## src/sv/mrsa_pkg.sv

```systemverilog
// ----------------------------------------------------------------------------
// mrsa_pkg: shared types and constants for the meter reading averager
// Word formats, scaling band constants and the per-band reciprocals.
// ----------------------------------------------------------------------------
package mrsa_pkg;

	localparam int MODE_W      = 2;
	localparam int READING_W   = 24;
	localparam int X_W         = 25;   // dividend, holds the negated power up to 2^24
	localparam int DIV_W       = 16;
	localparam int RECIP_SHIFT = 25;
	localparam int RECIP_W     = 20;
	localparam int SCALED_W    = 19;
	localparam int AVG_W       = 19;
	localparam int SCALED_MAX  = 279550;
	localparam int DEFAULT_SAMPLES = 10;

	localparam logic [MODE_W-1:0] MODE_VOLTAGE = 2'd0;
	localparam logic [MODE_W-1:0] MODE_CURRENT = 2'd1;
	localparam logic [MODE_W-1:0] MODE_POWER   = 2'd2;
	localparam logic [MODE_W-1:0] MODE_UNUSED  = 2'd3;

	// band edges
	localparam logic [READING_W-1:0] VOLT_KNEE = 24'd6000000;
	localparam logic [READING_W-1:0] CUR_KNEE1 = 24'd270000;
	localparam logic [READING_W-1:0] CUR_KNEE2 = 24'd290000;
	localparam logic [READING_W-1:0] CUR_KNEE3 = 24'd330000;
	localparam logic [READING_W-1:0] CUR_KNEE4 = 24'd360000;
	localparam logic [X_W-1:0]       POWER_KNEE   = 25'd6000;
	localparam logic [SCALED_W-1:0]  POWER_OFFSET = 19'd30;

	// effective divisors once the scale factor is folded in
	localparam logic [DIV_W-1:0] DIV_VOLT_LO = 16'd40000; // 6000000 / 150
	localparam logic [DIV_W-1:0] DIV_VOLT_HI = 16'd38000; // 7600000 / 200
	localparam logic [DIV_W-1:0] DIV_CUR_1   = 16'd3000;
	localparam logic [DIV_W-1:0] DIV_CUR_2   = 16'd1500;
	localparam logic [DIV_W-1:0] DIV_CUR_3   = 16'd1100;
	localparam logic [DIV_W-1:0] DIV_CUR_4   = 16'd950;
	localparam logic [DIV_W-1:0] DIV_CUR_5   = 16'd860;
	localparam logic [DIV_W-1:0] DIV_POW_LO  = 16'd470;  // 47000 / 100
	localparam logic [DIV_W-1:0] DIV_POW_HI  = 16'd60;   // 60000 / 1000

	// floor(2^25 / d): quotient estimate is low by at most one
	localparam logic [63:0] RECIP_ONE = 64'd1 << RECIP_SHIFT;
	localparam logic [RECIP_W-1:0] RECIP_VOLT_LO = RECIP_W'(RECIP_ONE / 64'(DIV_VOLT_LO));
	localparam logic [RECIP_W-1:0] RECIP_VOLT_HI = RECIP_W'(RECIP_ONE / 64'(DIV_VOLT_HI));
	localparam logic [RECIP_W-1:0] RECIP_CUR_1   = RECIP_W'(RECIP_ONE / 64'(DIV_CUR_1));
	localparam logic [RECIP_W-1:0] RECIP_CUR_2   = RECIP_W'(RECIP_ONE / 64'(DIV_CUR_2));
	localparam logic [RECIP_W-1:0] RECIP_CUR_3   = RECIP_W'(RECIP_ONE / 64'(DIV_CUR_3));
	localparam logic [RECIP_W-1:0] RECIP_CUR_4   = RECIP_W'(RECIP_ONE / 64'(DIV_CUR_4));
	localparam logic [RECIP_W-1:0] RECIP_CUR_5   = RECIP_W'(RECIP_ONE / 64'(DIV_CUR_5));
	localparam logic [RECIP_W-1:0] RECIP_POW_LO  = RECIP_W'(RECIP_ONE / 64'(DIV_POW_LO));
	localparam logic [RECIP_W-1:0] RECIP_POW_HI  = RECIP_W'(RECIP_ONE / 64'(DIV_POW_HI));

	typedef struct packed {
		logic [MODE_W-1:0]    mode;
		logic [READING_W-1:0] reading;
	} sample_t;

	typedef struct packed {
		logic [AVG_W-1:0]  average;
		logic [MODE_W-1:0] quantity;
	} result_t;

	typedef struct packed {
		logic [X_W-1:0]     x;
		logic [DIV_W-1:0]   divisor;
		logic [RECIP_W-1:0] recip;
		logic               add_offset;
	} band_t;

endpackage

```

## src/sv/mrsa_band.sv

```systemverilog
// ----------------------------------------------------------------------------
// mrsa_band: scaling band select
// Picks dividend, divisor, reciprocal and offset for one reading.
// ----------------------------------------------------------------------------
module mrsa_band (
	input  logic [mrsa_pkg::MODE_W-1:0]    mode,
	input  logic [mrsa_pkg::READING_W-1:0] reading,
	output mrsa_pkg::band_t                band
);

	logic [mrsa_pkg::X_W-1:0] power;
	logic [mrsa_pkg::X_W-1:0] volt_x;

	// 24-bit negate, zero reading gives 2^24
	assign power  = {1'b0, ~reading} + mrsa_pkg::X_W'(1);
	assign volt_x = mrsa_pkg::X_W'(reading);

	always_comb begin
		band.x          = volt_x;
		band.divisor    = mrsa_pkg::DIV_VOLT_LO;
		band.recip      = mrsa_pkg::RECIP_VOLT_LO;
		band.add_offset = 1'b0;
		case (mode)
			mrsa_pkg::MODE_VOLTAGE: begin
				if (reading >= mrsa_pkg::VOLT_KNEE) begin
					band.divisor = mrsa_pkg::DIV_VOLT_HI;
					band.recip   = mrsa_pkg::RECIP_VOLT_HI;
				end
			end
			mrsa_pkg::MODE_CURRENT: begin
				if (reading < mrsa_pkg::CUR_KNEE1) begin
					band.divisor = mrsa_pkg::DIV_CUR_1;
					band.recip   = mrsa_pkg::RECIP_CUR_1;
				end else if (reading <= mrsa_pkg::CUR_KNEE2) begin
					band.divisor = mrsa_pkg::DIV_CUR_2;
					band.recip   = mrsa_pkg::RECIP_CUR_2;
				end else if (reading <= mrsa_pkg::CUR_KNEE3) begin
					band.divisor = mrsa_pkg::DIV_CUR_3;
					band.recip   = mrsa_pkg::RECIP_CUR_3;
				end else if (reading <= mrsa_pkg::CUR_KNEE4) begin
					band.divisor = mrsa_pkg::DIV_CUR_4;
					band.recip   = mrsa_pkg::RECIP_CUR_4;
				end else begin
					band.divisor = mrsa_pkg::DIV_CUR_5;
					band.recip   = mrsa_pkg::RECIP_CUR_5;
				end
			end
			mrsa_pkg::MODE_POWER: begin
				if (power < mrsa_pkg::POWER_KNEE) begin
					band.x       = power;
					band.divisor = mrsa_pkg::DIV_POW_LO;
					band.recip   = mrsa_pkg::RECIP_POW_LO;
				end else begin
					band.x          = power - mrsa_pkg::POWER_KNEE;
					band.divisor    = mrsa_pkg::DIV_POW_HI;
					band.recip      = mrsa_pkg::RECIP_POW_HI;
					band.add_offset = 1'b1;
				end
			end
			default: begin
				// unused mode is dropped before this point
				band.x = volt_x;
			end
		endcase
	end

endmodule

```

## src/sv/meter_reading_scale_average.sv

```systemverilog
// ----------------------------------------------------------------------------
// meter_reading_scale_average: meter reading scaler and batch averager
// Scales tagged 24-bit meter readings and emits the mean of each batch.
// ----------------------------------------------------------------------------
// Usage:
//   sample channel (sample_valid / sample_stall / sample) carries one word per
//   meter reading: mode (0 voltage, 1 current, 2 active power) and the raw
//   24-bit reading. A word with mode 3 is taken and discarded.
//   result channel (result_valid / result_stall / result) carries one word per
//   completed batch of SAMPLES readings: the truncated mean of the scaled
//   readings and the mode of the reading that closed the batch.
// Throughput: one sample word per cycle, sustained unless a held result backs up the stages.
// Path: a batch-closing reading passes the input register, quotient estimate
//   multiply, back-multiply, correction plus accumulate and mean multiply
//   before the registered result word shows.
// Stall: each stage holds only while the stage after it is full and held.
//   Stage four keeps only batch-closing words, so behind a held result the
//   readings keep flowing until the next batch closes into stage four; three
//   more words then fill stages one to three and sample_stall rises.
// Reset: arst_n clears all stage valids, the running sum and the count; the
//   first batch starts at the first word after reset.
// ----------------------------------------------------------------------------
module meter_reading_scale_average #(
	parameter int SAMPLES = mrsa_pkg::DEFAULT_SAMPLES
) (
	input  logic              clk,
	input  logic              arst_n,
	input  logic              sample_valid,
	output logic              sample_stall,
	input  mrsa_pkg::sample_t sample,
	output logic              result_valid,
	input  logic              result_stall,
	output mrsa_pkg::result_t result
);

	localparam int SUM_W     = $clog2(SAMPLES * mrsa_pkg::SCALED_MAX + 1);
	localparam int CNT_W     = (SAMPLES > 1) ? $clog2(SAMPLES) : 1;
	localparam int AVG_SHIFT = SUM_W + 2 * $clog2(SAMPLES);
	localparam int AVG_RECIP_W = AVG_SHIFT - $clog2(SAMPLES) + 2;
	localparam int AVG_PROD_W = SUM_W + AVG_RECIP_W;
	localparam logic [CNT_W-1:0] LAST_COUNT = CNT_W'(SAMPLES - 1);
	// ceil(2^AVG_SHIFT / SAMPLES): rounding error times any sum stays below
	// 2^AVG_SHIFT / SAMPLES, so the truncated quotient is exact
	localparam logic [63:0] AVG_RECIP_FULL =
		((64'd1 << AVG_SHIFT) + 64'(SAMPLES) - 64'd1) / 64'(SAMPLES);
	localparam logic [AVG_RECIP_W-1:0] AVG_RECIP = AVG_RECIP_FULL[AVG_RECIP_W-1:0];

	localparam int PROD1_W = mrsa_pkg::X_W + mrsa_pkg::RECIP_W;
	localparam int PROD2_W = mrsa_pkg::SCALED_W + mrsa_pkg::DIV_W;

	// ---------------- stage handshake ----------------
	logic valid_s1, valid_s2, valid_s3, valid_s4;
	logic rdy_s1, rdy_s2, rdy_s3, rdy_s4, rdy_out;
	logic result_valid_q;

	assign rdy_out = !result_valid_q || !result_stall;
	assign rdy_s4  = !valid_s4 || rdy_out;
	assign rdy_s3  = !valid_s3 || rdy_s4;
	assign rdy_s2  = !valid_s2 || rdy_s3;
	assign rdy_s1  = !valid_s1 || rdy_s2;

	assign sample_stall = !rdy_s1;
	assign result_valid = result_valid_q;

	// ---------------- stage 1: input register ----------------
	logic [mrsa_pkg::MODE_W-1:0]    mode_s1;
	logic [mrsa_pkg::READING_W-1:0] reading_s1;

	always_ff @(posedge clk or negedge arst_n) begin
		if (!arst_n) begin
			valid_s1 <= 1'b0;
		end else if (rdy_s1) begin
			valid_s1 <= sample_valid && (sample.mode != mrsa_pkg::MODE_UNUSED);
		end
	end

	always_ff @(posedge clk) begin
		if (rdy_s1) begin
			mode_s1    <= sample.mode;
			reading_s1 <= sample.reading;
		end
	end

	// band select and quotient estimate x * floor(2^25/d) >> 25
	mrsa_pkg::band_t      band_s1;
	logic [PROD1_W-1:0]   est_prod;

	mrsa_band u_band (
		.mode    (mode_s1),
		.reading (reading_s1),
		.band    (band_s1)
	);

	assign est_prod = PROD1_W'(band_s1.x) * PROD1_W'(band_s1.recip);

	// ---------------- stage 2: estimate ----------------
	logic [mrsa_pkg::SCALED_W-1:0] qe_s2;
	logic [mrsa_pkg::X_W-1:0]      x_s2;
	logic [mrsa_pkg::DIV_W-1:0]    div_s2;
	logic                          off_s2;
	logic [mrsa_pkg::MODE_W-1:0]   mode_s2;

	always_ff @(posedge clk or negedge arst_n) begin
		if (!arst_n) begin
			valid_s2 <= 1'b0;
		end else if (rdy_s2) begin
			valid_s2 <= valid_s1;
		end
	end

	always_ff @(posedge clk) begin
		if (rdy_s2) begin
			qe_s2   <= est_prod[mrsa_pkg::RECIP_SHIFT +: mrsa_pkg::SCALED_W];
			x_s2    <= band_s1.x;
			div_s2  <= band_s1.divisor;
			off_s2  <= band_s1.add_offset;
			mode_s2 <= mode_s1;
		end
	end

	// back-multiply; q*d never exceeds x, so it fits the dividend width
	logic [PROD2_W-1:0] back_prod;

	assign back_prod = PROD2_W'(qe_s2) * PROD2_W'(div_s2);

	// ---------------- stage 3: correct and accumulate ----------------
	logic [mrsa_pkg::SCALED_W-1:0] qe_s3;
	logic [mrsa_pkg::X_W-1:0]      x_s3;
	logic [mrsa_pkg::X_W-1:0]      prod_s3;
	logic [mrsa_pkg::DIV_W-1:0]    div_s3;
	logic                          off_s3;
	logic [mrsa_pkg::MODE_W-1:0]   mode_s3;

	always_ff @(posedge clk or negedge arst_n) begin
		if (!arst_n) begin
			valid_s3 <= 1'b0;
		end else if (rdy_s3) begin
			valid_s3 <= valid_s2;
		end
	end

	always_ff @(posedge clk) begin
		if (rdy_s3) begin
			qe_s3   <= qe_s2;
			x_s3    <= x_s2;
			prod_s3 <= back_prod[mrsa_pkg::X_W-1:0];
			div_s3  <= div_s2;
			off_s3  <= off_s2;
			mode_s3 <= mode_s2;
		end
	end

	logic [mrsa_pkg::X_W-1:0]      rem_s3;
	logic                          corr_s3;
	logic [mrsa_pkg::SCALED_W-1:0] scaled_s3;
	logic [SUM_W-1:0]              sum_q;
	logic [CNT_W-1:0]              count_q;
	logic [SUM_W-1:0]              total_s3;
	logic                          fire_s3;
	logic                          last_s3;

	assign rem_s3    = x_s3 - prod_s3;
	assign corr_s3   = rem_s3 >= mrsa_pkg::X_W'(div_s3);
	assign scaled_s3 = qe_s3 + mrsa_pkg::SCALED_W'(corr_s3)
		+ (off_s3 ? mrsa_pkg::POWER_OFFSET : '0);
	assign total_s3  = sum_q + SUM_W'(scaled_s3);
	assign fire_s3   = valid_s3 && rdy_s4;
	assign last_s3   = count_q == LAST_COUNT;

	always_ff @(posedge clk or negedge arst_n) begin
		if (!arst_n) begin
			sum_q   <= '0;
			count_q <= '0;
		end else if (fire_s3) begin
			if (last_s3) begin
				sum_q   <= '0;
				count_q <= '0;
			end else begin
				sum_q   <= total_s3;
				count_q <= count_q + CNT_W'(1);
			end
		end
	end

	// ---------------- stage 4: batch total ----------------
	logic [SUM_W-1:0]            total_s4;
	logic [mrsa_pkg::MODE_W-1:0] mode_s4;

	always_ff @(posedge clk or negedge arst_n) begin
		if (!arst_n) begin
			valid_s4 <= 1'b0;
		end else if (rdy_s4) begin
			valid_s4 <= fire_s3 && last_s3;
		end
	end

	always_ff @(posedge clk) begin
		if (rdy_s4) begin
			total_s4 <= total_s3;
			mode_s4  <= mode_s3;
		end
	end

	// mean by exact reciprocal multiply
	logic [AVG_PROD_W-1:0] avg_prod;

	assign avg_prod = AVG_PROD_W'(total_s4) * AVG_PROD_W'(AVG_RECIP);

	// ---------------- output register ----------------
	always_ff @(posedge clk or negedge arst_n) begin
		if (!arst_n) begin
			result_valid_q <= 1'b0;
		end else if (rdy_out) begin
			result_valid_q <= valid_s4;
		end
	end

	always_ff @(posedge clk) begin
		if (rdy_out) begin
			result.average  <= avg_prod[AVG_SHIFT +: mrsa_pkg::AVG_W];
			result.quantity <= mode_s4;
		end
	end

`ifndef SYNTH
	// batch count stays below SAMPLES
	assert property (@(posedge clk) disable iff (!arst_n)
		count_q <= LAST_COUNT)
		else $error("batch count out of range");

	// quotient estimate is never more than one low
	assert property (@(posedge clk) disable iff (!arst_n)
		valid_s3 |-> ((mrsa_pkg::X_W + 1)'(rem_s3) < ((mrsa_pkg::X_W + 1)'(div_s3) << 1)))
		else $error("quotient estimate off by more than one");

	// scaled value stays inside its range
	assert property (@(posedge clk) disable iff (!arst_n)
		valid_s3 |-> (scaled_s3 <= mrsa_pkg::SCALED_W'(mrsa_pkg::SCALED_MAX)))
		else $error("scaled value out of range");

	// closing a batch loads a total and clears the accumulator
	assert property (@(posedge clk) disable iff (!arst_n)
		(fire_s3 && last_s3) |=> (valid_s4 && sum_q == '0 && count_q == '0))
		else $error("batch close did not hand over");

	// input backs up only behind a held result
	assert property (@(posedge clk) disable iff (!arst_n)
		sample_stall |-> (result_valid_q && result_stall))
		else $error("input stalled without output back-pressure");
`endif

endmodule

```

## config.mk

```make
export PLATFORM = sky130hd
export DESIGN_NAME = meter_reading_scale_average
export DESIGN_NICKNAME = d
export VERILOG_FILES = /design/src/sv/mrsa_pkg.sv /design/src/sv/mrsa_band.sv /design/src/sv/meter_reading_scale_average.sv
export SDC_FILE = /design/constraint.sdc
export NUM_CORES = 2
export LEC_CHECK = 0
export BUFFER_PORTS_ARGS = -buffer_cell sky130_fd_sc_hd__buf_2
export CAP_MARGIN = 0
export CELL_PAD_IN_SITES_DETAIL_PLACEMENT = 0
export CELL_PAD_IN_SITES_GLOBAL_PLACEMENT = 1
export CORE_UTILIZATION = 50
export CTS_CLUSTER_SIZE = 8
export DETAILED_ROUTE_END_ITERATION = 10
export PLACE_DENSITY = 0.78
export SYNTH_ARGS = -nofsm -noshare
export SYNTH_HDL_FRONTEND = slang
export SYNTH_SLANG_ARGS = --single-unit
```

## constraint.sdc

```tcl
create_clock -name clk -period 20.2 [get_ports clk]
set_input_delay 2.02 -clock clk [delete_from_list [all_inputs] [get_ports clk]]
set_output_delay 2.02 -clock clk [all_outputs]
set_load 0.02 [all_outputs]
```

==> out/results.tsv <==
metric	value	unit
hold_viol_final	0	
hp-start	x_s2[17]$_DFFE_PP_	
holdCritPathClass	reg2reg	
synthToLayoutAreaGrowth	6.644	%
skew	0.02961	ns
htreeDepth	2	
slew-limit-headroom	14.63	%
critical_path.most_common_cell	inv_1	
synthesis.instances	4165	
grt_first_pass_wirelength	169700	um
first_pass_iters	8	
synth.distinct_cells	85	
clockRootBuffer	clkbuf_16	
period_share	66.40	%
cpPeakStageDelay	0.77	ns
critPathCaptureType	flip-flop	
synth_largest_area_cell	fa_1	
arrival	13.73	ns
rrSetupSlack	6.79	ns
period_minus_slack	13.41	ns
crit_family	adder cells	
final_cell_mix	inv_1, fa_1, ha_1	
clk_pin_slew	0.07	ns
ys_seq_area_share	17.76	%
min_to	x_s3[17]$_DFFE_PP_	
cts_buffers	39	
crit_buf_inv	9	
cts_buffer_depth	3	
place_congestion	0.9324	
grt.overflow.total	0	
slowest_stage	a211oi_1	
vias	28481	
synth_warnings	0	
synth_edf_count	213	
rsz0062_at_grt	no	
grt_pass1_vias	30374	
cts_num_sinks	244	
drive_above_1_share	4.957	%
nNetsFinal	5395	
rr_worst_depth	37	
ant_nets	0	
rows	103	
ys_ff_latch	244	
antenna_found_initial	4	
avgRoutedWirePerCell	20.06	um
cts_setup_buffers	0	
cts_resized	0	
finalSetupTns	0	ns
cts_hold_buf	0	
path_class	reg2reg	
required	20.51	ns
final_common_cell	inv_1	
drcViolationCount	0	
tightest_slew	1.281	ns
path_max_fanout	20	
dpl.hpwl	85430	um
status	finished, final reports clean	
fillers	7290	
r2r_end	qe_s2[12]$_DFFE_PP_	
die_y	286.2	um
max_cap_viol_count	0	
syn_area	40380	um2
fmax	74.56	MHz
core-area	79390	um2
dieWidth	286.2	um
r2r_start	reading_s1[0]$_DFFE_PN_	
wl	105700	um
dieArea	81900	um2
ys_top_cells_by_area	fa_1, edfxtp_1, ha_1	
grt_max_degree	75	
worstHoldPathCells	0	
final-setup-viol-count	0	
cts_tree	yes	
clk_latency	0.57	ns
async_reset_ff_share	12.70	%
synth.top_cell.area_share	33.42	%
viasPerCell	5.406	
synth_ff_type	edfxtp_1	
syn_avg_cell_area	9.694	um2
pin_count	53	
initial_utilization	50.86	%
grt_usage	27.11	%
port_buffers	52	
startpoint_type	flip-flop	
drt_iter0_drc	1891	
finalMaxSlewViolations	0	
[synth_stat cells (all sizes together), types with 22 or more instances]
| library cell | count |
|---|---|
| a21oi | 111 |
| inv | 934 |
| dfrtp | 31 |
| nor2b | 22 |
| ha | 496 |
| nor2 | 279 |
| xnor2 | 122 |
| clkbuf | 86 |
| edfxtp | 213 |
| fa | 674 |
| nand2b | 23 |
| buf | 31 |
| xor2 | 55 |
| nand3 | 42 |
| and2 | 127 |
| a21o | 59 |
| nand2 | 441 |
| nor3 | 50 |
| o21ai | 78 |
[sequential cells by signal, summed over array words and instances, names as in the netlist, 19 cells and up]
name and cells:
x_s3 25, x_s2 25, reading_s1 24, total_s4 22, result 21, sum_q 22
qe_s3 19, qe_s2 19, prod_s3 24
[layout make-up]
| cell class | instances | area (um2) | share of cell area (%) |
|---|---|---|---|
| clock inverter | 8 | 77.57 | 0.1802 |
| antenna | 2 | 5.005 | 0.01162 |
| tap | 1050 | 1314 | 3.051 |
| multi-input combinational | 2876 | 29290 | 68.03 |
| inverter | 940 | 3528 | 8.194 |
| clock buffer | 54 | 1094 | 2.540 |
| timing repair buffer | 94 | 575.6 | 1.337 |
| sequential | 244 | 7172 | 16.66 |
[per-stage QoR]
stage	util (%)	setup WS, ns	instances	cell area (um2)	hold slack (ns)
2_1_floorplan	-	9.426	4177	40420	0.4003
3_3_place_gp	52.76	7.177	5204	41880	0.4003
3_5_place_dp	52.76	7.070	5204	41880	0.4045
6_report	54.24	6.788	5268	43060	0.3978
4_1_cts	54.24	7.020	5266	43060	0.4010
5_1_grt	54.24	6.051	5266	43060	0.4211
[how the worst max path moves through the flow]
stage | start | endpoint | slack, ns | cells past startpoint
floorplan | reading_s1[0]$_DFFE_PN_ | qe_s2[12]$_DFFE_PP_ | 9.43 | 43
global placement | reading_s1[0]$_DFFE_PN_ | qe_s2[12]$_DFFE_PP_ | 7.18 | 37
detailed placement | reading_s1[0]$_DFFE_PN_ | qe_s2[12]$_DFFE_PP_ | 7.07 | 37
CTS | reading_s1[0]$_DFFE_PN_ | qe_s2[12]$_DFFE_PP_ | 7.02 | 37
global route | reading_s1[0]$_DFFE_PN_ | qe_s2[12]$_DFFE_PP_ | 6.05 | 39
finish | reading_s1[0]$_DFFE_PN_ | qe_s2[12]$_DFFE_PP_ | 6.79 | 37
[per-layer routing]
layer / up-vias / GRT usage, % / share of wire (%)
li1: 13112 / - / -
met1: 14223 / 36.39 / 42
met2: 940 / 44.62 / 47
met3: 204 / 4.610 / 7.2
met4: 2 / 8.971 / 3.6
met5: - / 0 / 0.0066
[cells by family after synthesis]
logic type	share of synthesized area (%)
buffers and inverters	9.925
and+or+nand+nor	12.46
AOI/OAI and AO/OA	6.734
other	0.01860
DFF	17.76
adders and majority gates	48.79
muxes	0.2913
xor gates and xnor gates	4.025
Power is not shown: default switching activity piles up to over one toggle a cycle in this logic, so the estimate is an artifact.
